==> src/rtl/stesc_pkg.sv <==
// ----------------------------------------------------------------------------
// stesc_pkg
// Types and constants shared by the styled text escape parser modules.
// ----------------------------------------------------------------------------
package stesc_pkg;

  // Kind of escape sequence that is currently open.
  localparam logic [1:0] KIND_NONE  = 2'd0;
  localparam logic [1:0] KIND_FONT  = 2'd1;
  localparam logic [1:0] KIND_COLOR = 2'd2;
  localparam logic [1:0] KIND_SIZE  = 2'd3;

  // Configuration register indexes.
  localparam int unsigned CFG_INDEX_BITS = 3;
  localparam int unsigned CFG_DATA_BITS  = 48;
  localparam logic [CFG_INDEX_BITS-1:0] CFG_BASE_FONT    = 3'd0;
  localparam logic [CFG_INDEX_BITS-1:0] CFG_BASE_SIZE    = 3'd1;
  localparam logic [CFG_INDEX_BITS-1:0] CFG_BASE_COLOR   = 3'd2;
  localparam logic [CFG_INDEX_BITS-1:0] CFG_ENABLE_MASK  = 3'd3;
  localparam logic [CFG_INDEX_BITS-1:0] CFG_ESCAPE_CODES = 3'd4;

  // Configuration reset values.
  localparam logic [31:0] RST_BASE_FONT    = 32'd0;
  localparam logic [7:0]  RST_BASE_SIZE    = 8'd8;
  localparam logic [15:0] RST_BASE_COLOR   = 16'd0;
  localparam logic [2:0]  RST_ENABLE_MASK  = 3'd7;
  localparam logic [47:0] RST_ESCAPE_CODES = 48'h0605_0403_0201;

  // Bits of the enable mask.
  localparam int unsigned EN_FONT  = 0;
  localparam int unsigned EN_COLOR = 1;
  localparam int unsigned EN_SIZE  = 2;

  // One input item.
  typedef struct packed {
    logic [7:0] text_byte;
    logic       last;
  } text_item_t;

  // One result item.
  typedef struct packed {
    logic        is_letter;
    logic [15:0] letter_count;
    logic [31:0] cur_font;
    logic [7:0]  cur_size;
    logic [15:0] cur_color;
    logic        overflow;
    logic        end_of_text;
  } result_item_t;

  // Per-item request to one style stack.
  typedef struct packed {
    logic push;
    logic pop;
    logic rebase;
  } stack_ctl_t;

endpackage

==> src/rtl/stesc_stack.sv <==
// ----------------------------------------------------------------------------
// stesc_stack
// One style stack. Entry 0 is the live base value; higher entries live in a
// memory. The top is cached in a register and the entry below it is read
// ahead every cycle, so a pop has its new top ready at once.
// ----------------------------------------------------------------------------
module stesc_stack #(
  parameter int unsigned WIDTH = 8,
  parameter int unsigned DEPTH = 16
) (
  input  logic                clk,
  input  logic                rst,
  input  stesc_pkg::stack_ctl_t ctl,
  input  logic [WIDTH-1:0]    push_value,
  input  logic [WIDTH-1:0]    base_value,
  output logic [WIDTH-1:0]    top,
  output logic [WIDTH-1:0]    top_next,
  output logic                full
);

  localparam int unsigned IDX_BITS   = $clog2(DEPTH);
  localparam int unsigned DEPTH_BITS = $clog2(DEPTH + 1);
  localparam logic [DEPTH_BITS-1:0] DEPTH_ONE  = DEPTH_BITS'(1);
  localparam logic [DEPTH_BITS-1:0] DEPTH_TWO  = DEPTH_BITS'(2);
  localparam logic [DEPTH_BITS-1:0] DEPTH_FULL = DEPTH_BITS'(DEPTH);

  logic [WIDTH-1:0]      mem [DEPTH];
  logic [DEPTH_BITS-1:0] depth;
  logic [DEPTH_BITS-1:0] depth_next;
  logic [DEPTH_BITS-1:0] rd_addr;
  logic [WIDTH-1:0]      top_reg;
  logic [WIDTH-1:0]      below;
  logic                  do_push;
  logic                  do_pop;

  // Current top and the effect of this item's request.
  always_comb begin
    full    = (depth == DEPTH_FULL);
    top     = (depth <= DEPTH_ONE) ? base_value : top_reg;
    do_push = ctl.push && !full;
    do_pop  = ctl.pop && (depth > DEPTH_ONE);
    priority if (do_push) begin
      top_next   = push_value;
      depth_next = depth + DEPTH_ONE;
    end else if (do_pop) begin
      top_next   = (depth > DEPTH_TWO) ? below : base_value;
      depth_next = depth - DEPTH_ONE;
    end else begin
      top_next   = top;
      depth_next = depth;
    end
    if (ctl.rebase) begin
      depth_next = DEPTH_ONE;
    end
    rd_addr = depth_next - DEPTH_TWO;
  end

  // Depth counter.
  always_ff @(posedge clk) begin
    if (rst) begin
      depth <= DEPTH_ONE;
    end else begin
      depth <= depth_next;
    end
  end

  // Cached top entry.
  always_ff @(posedge clk) begin
    if (do_push) begin
      top_reg <= push_value;
    end else if (do_pop) begin
      top_reg <= below;
    end
  end

  // Stack memory: write at the push slot, read ahead the entry below the top.
  always_ff @(posedge clk) begin
    if (do_push) begin
      mem[depth[IDX_BITS-1:0]] <= push_value;
    end
    below <= mem[rd_addr[IDX_BITS-1:0]];
  end

endmodule

==> src/rtl/styled_text_escape_parser_top.sv <==
// ----------------------------------------------------------------------------
// styled_text_escape_parser_top
// Parses in-band font, color and size escapes out of a text byte stream and
// reports, for every byte, the letter flag, letter count and current style.
// ----------------------------------------------------------------------------
// Usage:
//   Text bytes enter on the item channel (item_valid, item_stall, item), one
//   per cycle; an item is taken at an edge where item_valid is high and
//   item_stall is low. Every item gives exactly one result item on the
//   result channel (result_valid, result_stall, result).
//   The result of an item is written at the edge at which it is taken, into
//   the output register, or the skid register while the output is stalled.
//   Throughput is one item per cycle while item_stall is low; a single decode
//   and stack update are done between the input port and the output register.
//   A skid register behind the output register lets one more item in while
//   a result is stalled; item_stall rises only when both hold results.
//   Configuration registers are written through cfg_valid, cfg_index and
//   cfg_data; cfg_ready is always high. The user is to make writes only while
//   idle; the block does not enforce it. Synchronous reset clears the output
//   buffers, escape state, letter count and stack depths, and loads the default
//   configuration. A result item with end_of_text set returns style to base.
// ----------------------------------------------------------------------------
module styled_text_escape_parser_top #(
  parameter int unsigned STACK_DEPTH = 16,
  parameter int unsigned COUNT_BITS  = 16
) (
  input  logic                                  clk,
  input  logic                                  rst,
  input  logic                                  item_valid,
  output logic                                  item_stall,
  input  stesc_pkg::text_item_t                 item,
  output logic                                  result_valid,
  input  logic                                  result_stall,
  output stesc_pkg::result_item_t               result,
  input  logic                                  cfg_valid,
  output logic                                  cfg_ready,
  input  logic [stesc_pkg::CFG_INDEX_BITS-1:0]  cfg_index,
  input  logic [stesc_pkg::CFG_DATA_BITS-1:0]   cfg_data
);

  localparam logic [2:0] NEED_FONT  = 3'd5;
  localparam logic [2:0] NEED_COLOR = 3'd2;
  localparam logic [2:0] NEED_SIZE  = 3'd1;
  localparam logic [COUNT_BITS-1:0] COUNT_MAX = '1;

  // Configuration registers.
  logic [31:0]      base_font;
  logic [7:0]       base_size;
  logic [15:0]      base_color;
  logic [2:0]       enable_mask;
  logic [5:0][7:0]  escape_codes;

  // Parser state.
  logic [1:0]            kind;
  logic [2:0]            pos;
  logic [3:0][7:0]       esc_bytes;
  logic [COUNT_BITS-1:0] letters;

  logic [1:0]            kind_next;
  logic [2:0]            pos_next;
  logic [3:0][7:0]       esc_bytes_next;
  logic [COUNT_BITS-1:0] letters_next;

  // Decode signals.
  logic        accept;
  logic [7:0]  b;
  logic        fresh;
  logic        complete;
  logic [2:0]  pos_inc;
  logic [2:0]  need;
  logic        letter;
  logic [1:0]  fresh_kind;
  logic        pop_font;
  logic        pop_color;
  logic        pop_size;
  logic [31:0] font_id;
  logic [31:0] font_push_value;
  logic [15:0] color_push_value;

  stesc_pkg::stack_ctl_t font_ctl;
  stesc_pkg::stack_ctl_t color_ctl;
  stesc_pkg::stack_ctl_t size_ctl;

  logic [31:0] font_top;
  logic [31:0] font_top_next;
  logic        font_full;
  logic [15:0] color_top;
  logic [15:0] color_top_next;
  logic        color_full;
  logic [7:0]  size_top;
  logic [7:0]  size_top_next;
  logic        size_full;

  // Output buffering.
  stesc_pkg::result_item_t new_result;
  stesc_pkg::result_item_t skid;
  logic                    skid_valid;
  logic                    out_free;

  assign cfg_ready  = 1'b1;
  assign item_stall = skid_valid;
  assign accept     = item_valid && !skid_valid;
  assign b          = item.text_byte;

  // Configuration writes; indexes beyond the list are ignored.
  always_ff @(posedge clk) begin
    if (rst) begin
      base_font    <= stesc_pkg::RST_BASE_FONT;
      base_size    <= stesc_pkg::RST_BASE_SIZE;
      base_color   <= stesc_pkg::RST_BASE_COLOR;
      enable_mask  <= stesc_pkg::RST_ENABLE_MASK;
      escape_codes <= stesc_pkg::RST_ESCAPE_CODES;
    end else if (cfg_valid) begin
      unique case (cfg_index)
        stesc_pkg::CFG_BASE_FONT:    base_font    <= cfg_data[31:0];
        stesc_pkg::CFG_BASE_SIZE:    base_size    <= cfg_data[7:0];
        stesc_pkg::CFG_BASE_COLOR:   base_color   <= cfg_data[15:0];
        stesc_pkg::CFG_ENABLE_MASK:  enable_mask  <= cfg_data[2:0];
        stesc_pkg::CFG_ESCAPE_CODES: escape_codes <= cfg_data;
        default: begin
        end
      endcase
    end
  end

  // Escape sequence tracking: continue an open escape or decode a fresh byte.
  always_comb begin
    unique case (kind)
      stesc_pkg::KIND_FONT:  need = NEED_FONT;
      stesc_pkg::KIND_COLOR: need = NEED_COLOR;
      default:               need = NEED_SIZE;
    endcase
    pos_inc  = pos + 3'd1;
    fresh    = (kind == stesc_pkg::KIND_NONE) || (b == 8'd0);
    complete = !fresh && (pos_inc >= need);

    // A fresh byte is matched against the codes, first match winning.
    fresh_kind = stesc_pkg::KIND_NONE;
    pop_font   = 1'b0;
    pop_color  = 1'b0;
    pop_size   = 1'b0;
    letter     = 1'b0;
    priority if (b == escape_codes[0]) begin
      fresh_kind = stesc_pkg::KIND_FONT;
    end else if (b == escape_codes[1]) begin
      fresh_kind = stesc_pkg::KIND_COLOR;
    end else if (b == escape_codes[2]) begin
      fresh_kind = stesc_pkg::KIND_SIZE;
    end else if (b == escape_codes[3]) begin
      pop_font = enable_mask[stesc_pkg::EN_FONT];
    end else if (b == escape_codes[4]) begin
      pop_color = enable_mask[stesc_pkg::EN_COLOR];
    end else if (b == escape_codes[5]) begin
      pop_size = enable_mask[stesc_pkg::EN_SIZE];
    end else begin
      letter = 1'b1;
    end
    if (!fresh) begin
      pop_font  = 1'b0;
      pop_color = 1'b0;
      pop_size  = 1'b0;
      letter    = 1'b0;
    end

    // Next escape state.
    esc_bytes_next = esc_bytes;
    priority if (fresh) begin
      kind_next      = fresh_kind;
      pos_next       = 3'd0;
      esc_bytes_next = '0;
    end else if (complete) begin
      kind_next      = stesc_pkg::KIND_NONE;
      pos_next       = 3'd0;
      esc_bytes_next = '0;
    end else begin
      kind_next                = kind;
      pos_next                 = pos_inc;
      esc_bytes_next[pos[1:0]] = b;
    end

    // Saturating letter count.
    letters_next = (letter && (letters != COUNT_MAX)) ? letters + COUNT_BITS'(1)
                                                      : letters;
  end

  // Push values. Each id byte has its low bit flipped unless its flag bit is set.
  always_comb begin
    font_id = {esc_bytes[1] ^ {7'd0, ~esc_bytes[0][0]},
               esc_bytes[2] ^ {7'd0, ~esc_bytes[0][1]},
               esc_bytes[3] ^ {7'd0, ~esc_bytes[0][2]},
               b            ^ {7'd0, ~esc_bytes[0][3]}};
    // A zero id repeats the current font.
    font_push_value  = (font_id == 32'd0) ? font_top : font_id;
    color_push_value = {esc_bytes[0], b};
  end

  // Stack requests for this item.
  always_comb begin
    font_ctl.push    = accept && complete && (kind == stesc_pkg::KIND_FONT)
                       && enable_mask[stesc_pkg::EN_FONT];
    font_ctl.pop     = accept && pop_font;
    font_ctl.rebase  = accept && item.last;
    color_ctl.push   = accept && complete && (kind == stesc_pkg::KIND_COLOR)
                       && enable_mask[stesc_pkg::EN_COLOR];
    color_ctl.pop    = accept && pop_color;
    color_ctl.rebase = accept && item.last;
    size_ctl.push    = accept && complete && (kind == stesc_pkg::KIND_SIZE)
                       && enable_mask[stesc_pkg::EN_SIZE];
    size_ctl.pop     = accept && pop_size;
    size_ctl.rebase  = accept && item.last;
  end

  stesc_stack #(
    .WIDTH (32),
    .DEPTH (STACK_DEPTH)
  ) u_font_stack (
    .clk        (clk),
    .rst        (rst),
    .ctl        (font_ctl),
    .push_value (font_push_value),
    .base_value (base_font),
    .top        (font_top),
    .top_next   (font_top_next),
    .full       (font_full)
  );

  stesc_stack #(
    .WIDTH (16),
    .DEPTH (STACK_DEPTH)
  ) u_color_stack (
    .clk        (clk),
    .rst        (rst),
    .ctl        (color_ctl),
    .push_value (color_push_value),
    .base_value (base_color),
    .top        (color_top),
    .top_next   (color_top_next),
    .full       (color_full)
  );

  stesc_stack #(
    .WIDTH (8),
    .DEPTH (STACK_DEPTH)
  ) u_size_stack (
    .clk        (clk),
    .rst        (rst),
    .ctl        (size_ctl),
    .push_value (b),
    .base_value (base_size),
    .top        (size_top),
    .top_next   (size_top_next),
    .full       (size_full)
  );

  // Parser state registers; the last byte returns everything to base.
  always_ff @(posedge clk) begin
    if (rst) begin
      kind      <= stesc_pkg::KIND_NONE;
      pos       <= 3'd0;
      esc_bytes <= '0;
      letters   <= '0;
    end else if (accept) begin
      if (item.last) begin
        kind      <= stesc_pkg::KIND_NONE;
        pos       <= 3'd0;
        esc_bytes <= '0;
        letters   <= '0;
      end else begin
        kind      <= kind_next;
        pos       <= pos_next;
        esc_bytes <= esc_bytes_next;
        letters   <= letters_next;
      end
    end
  end

  // Result of this item.
  always_comb begin
    new_result.is_letter    = letter;
    new_result.letter_count = 16'(letters_next);
    new_result.cur_font     = font_top_next;
    new_result.cur_size     = size_top_next;
    new_result.cur_color    = color_top_next;
    new_result.overflow     = (font_ctl.push && font_full)
                              || (color_ctl.push && color_full)
                              || (size_ctl.push && size_full);
    new_result.end_of_text  = item.last;
  end

  // Output register with a skid register behind it.
  assign out_free = !result_valid || !result_stall;

  always_ff @(posedge clk) begin
    if (rst) begin
      result_valid <= 1'b0;
      skid_valid   <= 1'b0;
    end else if (out_free) begin
      if (skid_valid) begin
        result_valid <= 1'b1;
        skid_valid   <= 1'b0;
      end else begin
        result_valid <= accept;
      end
    end else if (accept) begin
      skid_valid <= 1'b1;
    end
  end

  always_ff @(posedge clk) begin
    if (out_free) begin
      if (skid_valid) begin
        result <= skid;
      end else if (accept) begin
        result <= new_result;
      end
    end else if (accept) begin
      skid <= new_result;
    end
  end

endmodule
==> config.mk <==
export PLATFORM = sky130hd
export DESIGN_NAME = styled_text_escape_parser_top
export DESIGN_NICKNAME = d
export VERILOG_FILES = /design/src/rtl/stesc_pkg.sv /design/src/rtl/stesc_stack.sv /design/src/rtl/styled_text_escape_parser_top.sv
export SDC_FILE = /design/constraint.sdc
export NUM_CORES = 2
export LEC_CHECK = 0
export BUFFER_PORTS_ARGS = -buffer_cell sky130_fd_sc_hd__clkbuf_2
export CORE_ASPECT_RATIO = 1.75
export CORE_MARGIN = 2
export CORE_UTILIZATION = 25
export CTS_CLUSTER_SIZE = 30
export DETAILED_ROUTE_END_ITERATION = 6
export PLACE_DENSITY_LB_ADDON = 0.2
export SLEW_MARGIN = 20
export SYNTH_ARGS = -nofsm -noshare
export SYNTH_HDL_FRONTEND = slang
export SYNTH_HIERARCHICAL = 1
export SYNTH_SLANG_ARGS = --single-unit
==> constraint.sdc <==
create_clock -name clk -period 4.95 [get_ports clk]
set_input_delay 0.2475 -clock clk [delete_from_list [all_inputs] [get_ports clk]]
set_output_delay 0.2475 -clock clk [all_outputs]
set_load 0.05 [all_outputs]
==> results.md <==
- Run status: finished clean
- IO buf count: 141
- Synthesis warning total: 6
- Max Root-Sink Buffers: 4
- Clock-pin slew on the worst setup and hold paths: 70 ps
- Vias/cell: 4.90
- RSZ-0062 raised after global routing: false
- Area taken by multi-input logic gates: 17100 sq um
- Die boundary height: 632 um
- Count of cells along the worst hold path: 3
- Critical path startpoint category: input pin
- Data required time at the worst endpoint: 5640 ps
- Dominant cells by area after synthesis: sky130_fd_sc_hd__edfxtp_1 (59%), sky130_fd_sc_hd__dfxtp_1 (8.3%), sky130_fd_sc_hd__mux2i_1 (4.0%)
- Clock tree from TritonCTS: done
- Number of iterations in the first detailed-routing pass: 5
- Maximum clock frequency: 216 MHz
- Ports placed on the boundary: 143
- Die span in x: 363 um
- Number of maximum-capacitance violations: 0
- Worst-case reg-to-reg path depth: 18
- Sum of overflow across all layers after global routing: 0
- Hold Slack: 108 ps
- Number of violations reported at the end of detailed-routing iteration 0: 2405
- Count of mapped cells out of synthesis: 4102
- Maximum number of pins on one net before global-route repair: 115
- Detailed placement HPWL: 126 mm
- Area taken by flip-flops and latches: 37800 sq um
- Post-synth EDFFs: 1102
- Vias after detailed routing: 35900
- DR WL/cell: 26.5 um
- Buffers inserted during post-CTS setup optimization: 0
- Final Power: 23.4 mW
- Dominant cell type by area after synthesis: sky130_fd_sc_hd__edfxtp_1
- Transition time at the pin with the least slew margin: 1130 ps
- Sequential share of the synthesized area: 67.0%
- Buffer type at the clock tree root: sky130_fd_sc_hd__clkbuf_16
- H-tree levels: 4
- Total die area: 229000 sq um
- Dominant register cell in the synthesized netlist: sky130_fd_sc_hd__edfxtp_1
- Site row count: 230
- Layout overhead on the synthesized area: 17.6%
- Synth Net Count: 4193
- Final Hold Viols: 0
- Number of flip-flops and latches in the synthesized netlist: 1335
- Insertion delay of the later-clocked pin in the worst-skew pair: 810 ps
- Final cycle utilization of the critical path: 93.4%
- Initial standard-cell utilization of the core: 25.1%
- Number of max-slew violations in the final report: 0
- Netlist cell types: 86
- Number of flip-flops under the largest register name: 512
- Total clock sinks: 1335
- Post-route antenna net violation count: 0
- Signal arrival time at the worst endpoint: 5310 ps
- Mean instance size in the synthesized netlist: 13.7 sq um
- Final count of negative-setup-slack endpoints: 0
- Worst-path maximum fanout: 12
- Capturing element type of the critical path: flop
- Number of antenna violations at the first check in global routing: 14
- Number of buffers created by CTS: 140
- Netlist area before placement: 56300 sq um
- Core area: 224000 sq um
- Category of the critical setup timing path: in -> reg
- Net count reported at finish: 4402
- Number of global-route vias before repair: 36300
- Layout cell share with drive strength beyond 1: 17.7%
- Final clock skew: 66.7 ps
- Leakage power of the design: 21.0 nW
- Layout filler cell count: 22600
- Gr usage total: 16.5%
- Number of remaining DRC errors: 0
- Hold WC Path Type: in -> reg
- Headroom to the max-slew limit: 24.3%
- Global placement routability congestion: 0.825
- Min Tclk post-route: 4620 ps
- Total Wirelength: 194 mm
- Peak ir drop on the vdd network: 0.260 mV
- Total power density per cell area: 354 nW/um^2
- Share of the synthesized area in the top cell type: 58.7%
- First-pass GRT wire length: 274 mm
- Post-synthesis async set-or-reset flop share: 0%
-- critical path, cell delays in order --
cell and delay (ps):
sky130_fd_sc_hd__dlygate4sd3_1 620, sky130_fd_sc_hd__clkbuf_2 170, sky130_fd_sc_hd__buf_4 270, sky130_fd_sc_hd__xnor2_1 170, sky130_fd_sc_hd__nand4_1 100, sky130_fd_sc_hd__nor2_1 640, sky130_fd_sc_hd__nand3_1 160, sky130_fd_sc_hd__nor3_1 280
sky130_fd_sc_hd__buf_4 220, sky130_fd_sc_hd__o21a_4 160, sky130_fd_sc_hd__mux2_4 310, sky130_fd_sc_hd__o31ai_4 200, sky130_fd_sc_hd__inv_1 90, sky130_fd_sc_hd__ha_1 240, sky130_fd_sc_hd__nor3b_1 210, sky130_fd_sc_hd__mux2i_1 120
sky130_fd_sc_hd__and2_1 230, sky130_fd_sc_hd__buf_4 210, sky130_fd_sc_hd__a2111o_1 450, sky130_fd_sc_hd__nand4_1 170
-- synth_stat cells, types with 5 or more instances --
| library cell | number |
|---|---|
| sky130_fd_sc_hd__a2111o_1 | 32 |
| sky130_fd_sc_hd__a2111oi_0 | 129 |
| sky130_fd_sc_hd__a211o_1 | 64 |
| sky130_fd_sc_hd__a211oi_1 | 162 |
| sky130_fd_sc_hd__a21o_1 | 31 |
| sky130_fd_sc_hd__a21oi_1 | 175 |
| sky130_fd_sc_hd__a31oi_1 | 7 |
| sky130_fd_sc_hd__and2_1 | 11 |
| sky130_fd_sc_hd__and3_1 | 212 |
| sky130_fd_sc_hd__buf_1 | 18 |
| sky130_fd_sc_hd__buf_2 | 57 |
| sky130_fd_sc_hd__buf_4 | 24 |
| sky130_fd_sc_hd__buf_6 | 32 |
| sky130_fd_sc_hd__clkbuf_1 | 180 |
| sky130_fd_sc_hd__clkbuf_2 | 5 |
| sky130_fd_sc_hd__dfxtp_1 | 233 |
| sky130_fd_sc_hd__edfxtp_1 | 1102 |
| sky130_fd_sc_hd__ha_1 | 26 |
| sky130_fd_sc_hd__inv_1 | 28 |
| sky130_fd_sc_hd__mux2_1 | 13 |
| sky130_fd_sc_hd__mux2_2 | 181 |
| sky130_fd_sc_hd__mux2i_1 | 223 |
| sky130_fd_sc_hd__nand2_1 | 481 |
| sky130_fd_sc_hd__nand2b_1 | 19 |
| sky130_fd_sc_hd__nand3_1 | 26 |
| sky130_fd_sc_hd__nand3b_1 | 6 |
| sky130_fd_sc_hd__nand4_1 | 39 |
| sky130_fd_sc_hd__nor2_1 | 129 |
| sky130_fd_sc_hd__nor2b_1 | 5 |
| sky130_fd_sc_hd__nor3_1 | 39 |
| sky130_fd_sc_hd__nor4_1 | 15 |
| sky130_fd_sc_hd__o2111ai_1 | 64 |
| sky130_fd_sc_hd__o21a_1 | 36 |
| sky130_fd_sc_hd__o21ai_0 | 90 |
| sky130_fd_sc_hd__o31ai_1 | 5 |
| sky130_fd_sc_hd__o41ai_1 | 5 |
| sky130_fd_sc_hd__or3_1 | 6 |
| sky130_fd_sc_hd__or4_1 | 38 |
| sky130_fd_sc_hd__xnor2_1 | 38 |
| sky130_fd_sc_hd__xor2_1 | 39 |
-- area by class of cell --
| type | count | share of cell area (%) |
|---|---|---|
| antenna | 3 | 0.0113 |
| clock buffer | 181 | 5.78 |
| clock inverter | 59 | 0.903 |
| inverter | 31 | 0.176 |
| multi-input combinational | 2420 | 25.8 |
| sequential | 1335 | 57.0 |
| tap | 2900 | 5.48 |
| timing repair buffer | 383 | 4.79 |
-- power by group --
part	switching, mW	internal (mW)	leakage [nW]
Sequential	0.0422	12.1	11.3
Clock	4.54	6.03	2.15
Combinational	0.526	0.169	7.47
-- per-layer routing --
metal	part of all wire [%]	global-route usage, %	vias up	wire length (um)
li1	-	-	16300	-
met1	40	19.3	18500	77400
met2	53	30.8	778	103000
met3	3.6	2.06	280	6900
met4	3.3	5.60	4	6460
met5	0.014	0	-	28
-- metrics by stage --
step / instance area, sq um / utilization (%) / TNS, ps / setup slack (ps) / instances
after floorplan: 56300 / - / 0 / 18.8 / 4102
final: 66200 / 29.5 / 0 / 326 / 7312
after CTS: 66200 / 29.5 / 0 / 335 / 7309
after global routing: 66200 / 29.5 / 0 / 66.0 / 7310
after global placement: 61200 / 27.3 / -105 / -67.1 / 7010
after detailed placement: 61200 / 27.3 / 0 / 199 / 7011
-- timing repair --
| item | in CTS | in global routing |
|---|---|---|
| endpoints found under the setup margin | 0 | 2 |
| hold buffers | 58 | 0 |
| hold endpoints to repair | 162 | 0 |
| resized for setup | 0 | 1 |
-- cell usage in the layout, fill, tap and decap left out, types with 90 or more instances in the layout --
| cell | instances |
|---|---|
| sky130_fd_sc_hd__mux2_2 | 181 |
| sky130_fd_sc_hd__mux2i_1 | 223 |
| sky130_fd_sc_hd__a211oi_1 | 162 |
| sky130_fd_sc_hd__a21oi_1 | 174 |
| sky130_fd_sc_hd__clkbuf_16 | 142 |
| sky130_fd_sc_hd__clkbuf_2 | 140 |
| sky130_fd_sc_hd__nand2_1 | 479 |
| sky130_fd_sc_hd__buf_4 | 144 |
| sky130_fd_sc_hd__nor2_1 | 104 |
| sky130_fd_sc_hd__and3_1 | 207 |
| sky130_fd_sc_hd__o21ai_0 | 90 |
| sky130_fd_sc_hd__dfxtp_1 | 232 |
| sky130_fd_sc_hd__a2111oi_0 | 129 |
| sky130_fd_sc_hd__edfxtp_1 | 1102 |
-- path summary, 6_finish.rpt --
check,startpoint,to,slack (ps)
setup / recovery,item[2],u_size_stack/below[6]$_DFF_P_,330
hold / removal,item_valid,item_stall$_SDFFE_PP0P_,110
setup reg to reg,pos[0]$_SDFFE_PP0P_,u_font_stack/below[27]$_DFF_P_,350
hold reg to reg,escape_codes[29]$_SDFFE_PP0P_,escape_codes[29]$_SDFFE_PP0P_,470
-- cells by family after synthesis --
logic type	share of synthesized area [%]
compound gates	11.2
fa+ha+maj	0.577
flops	67.0
buf+inv	3.04
other cells	0.00666
mux	7.89
simple gates	9.07
xor+xnor	1.20
Note: power is estimated with default switching activity, not from simulation.
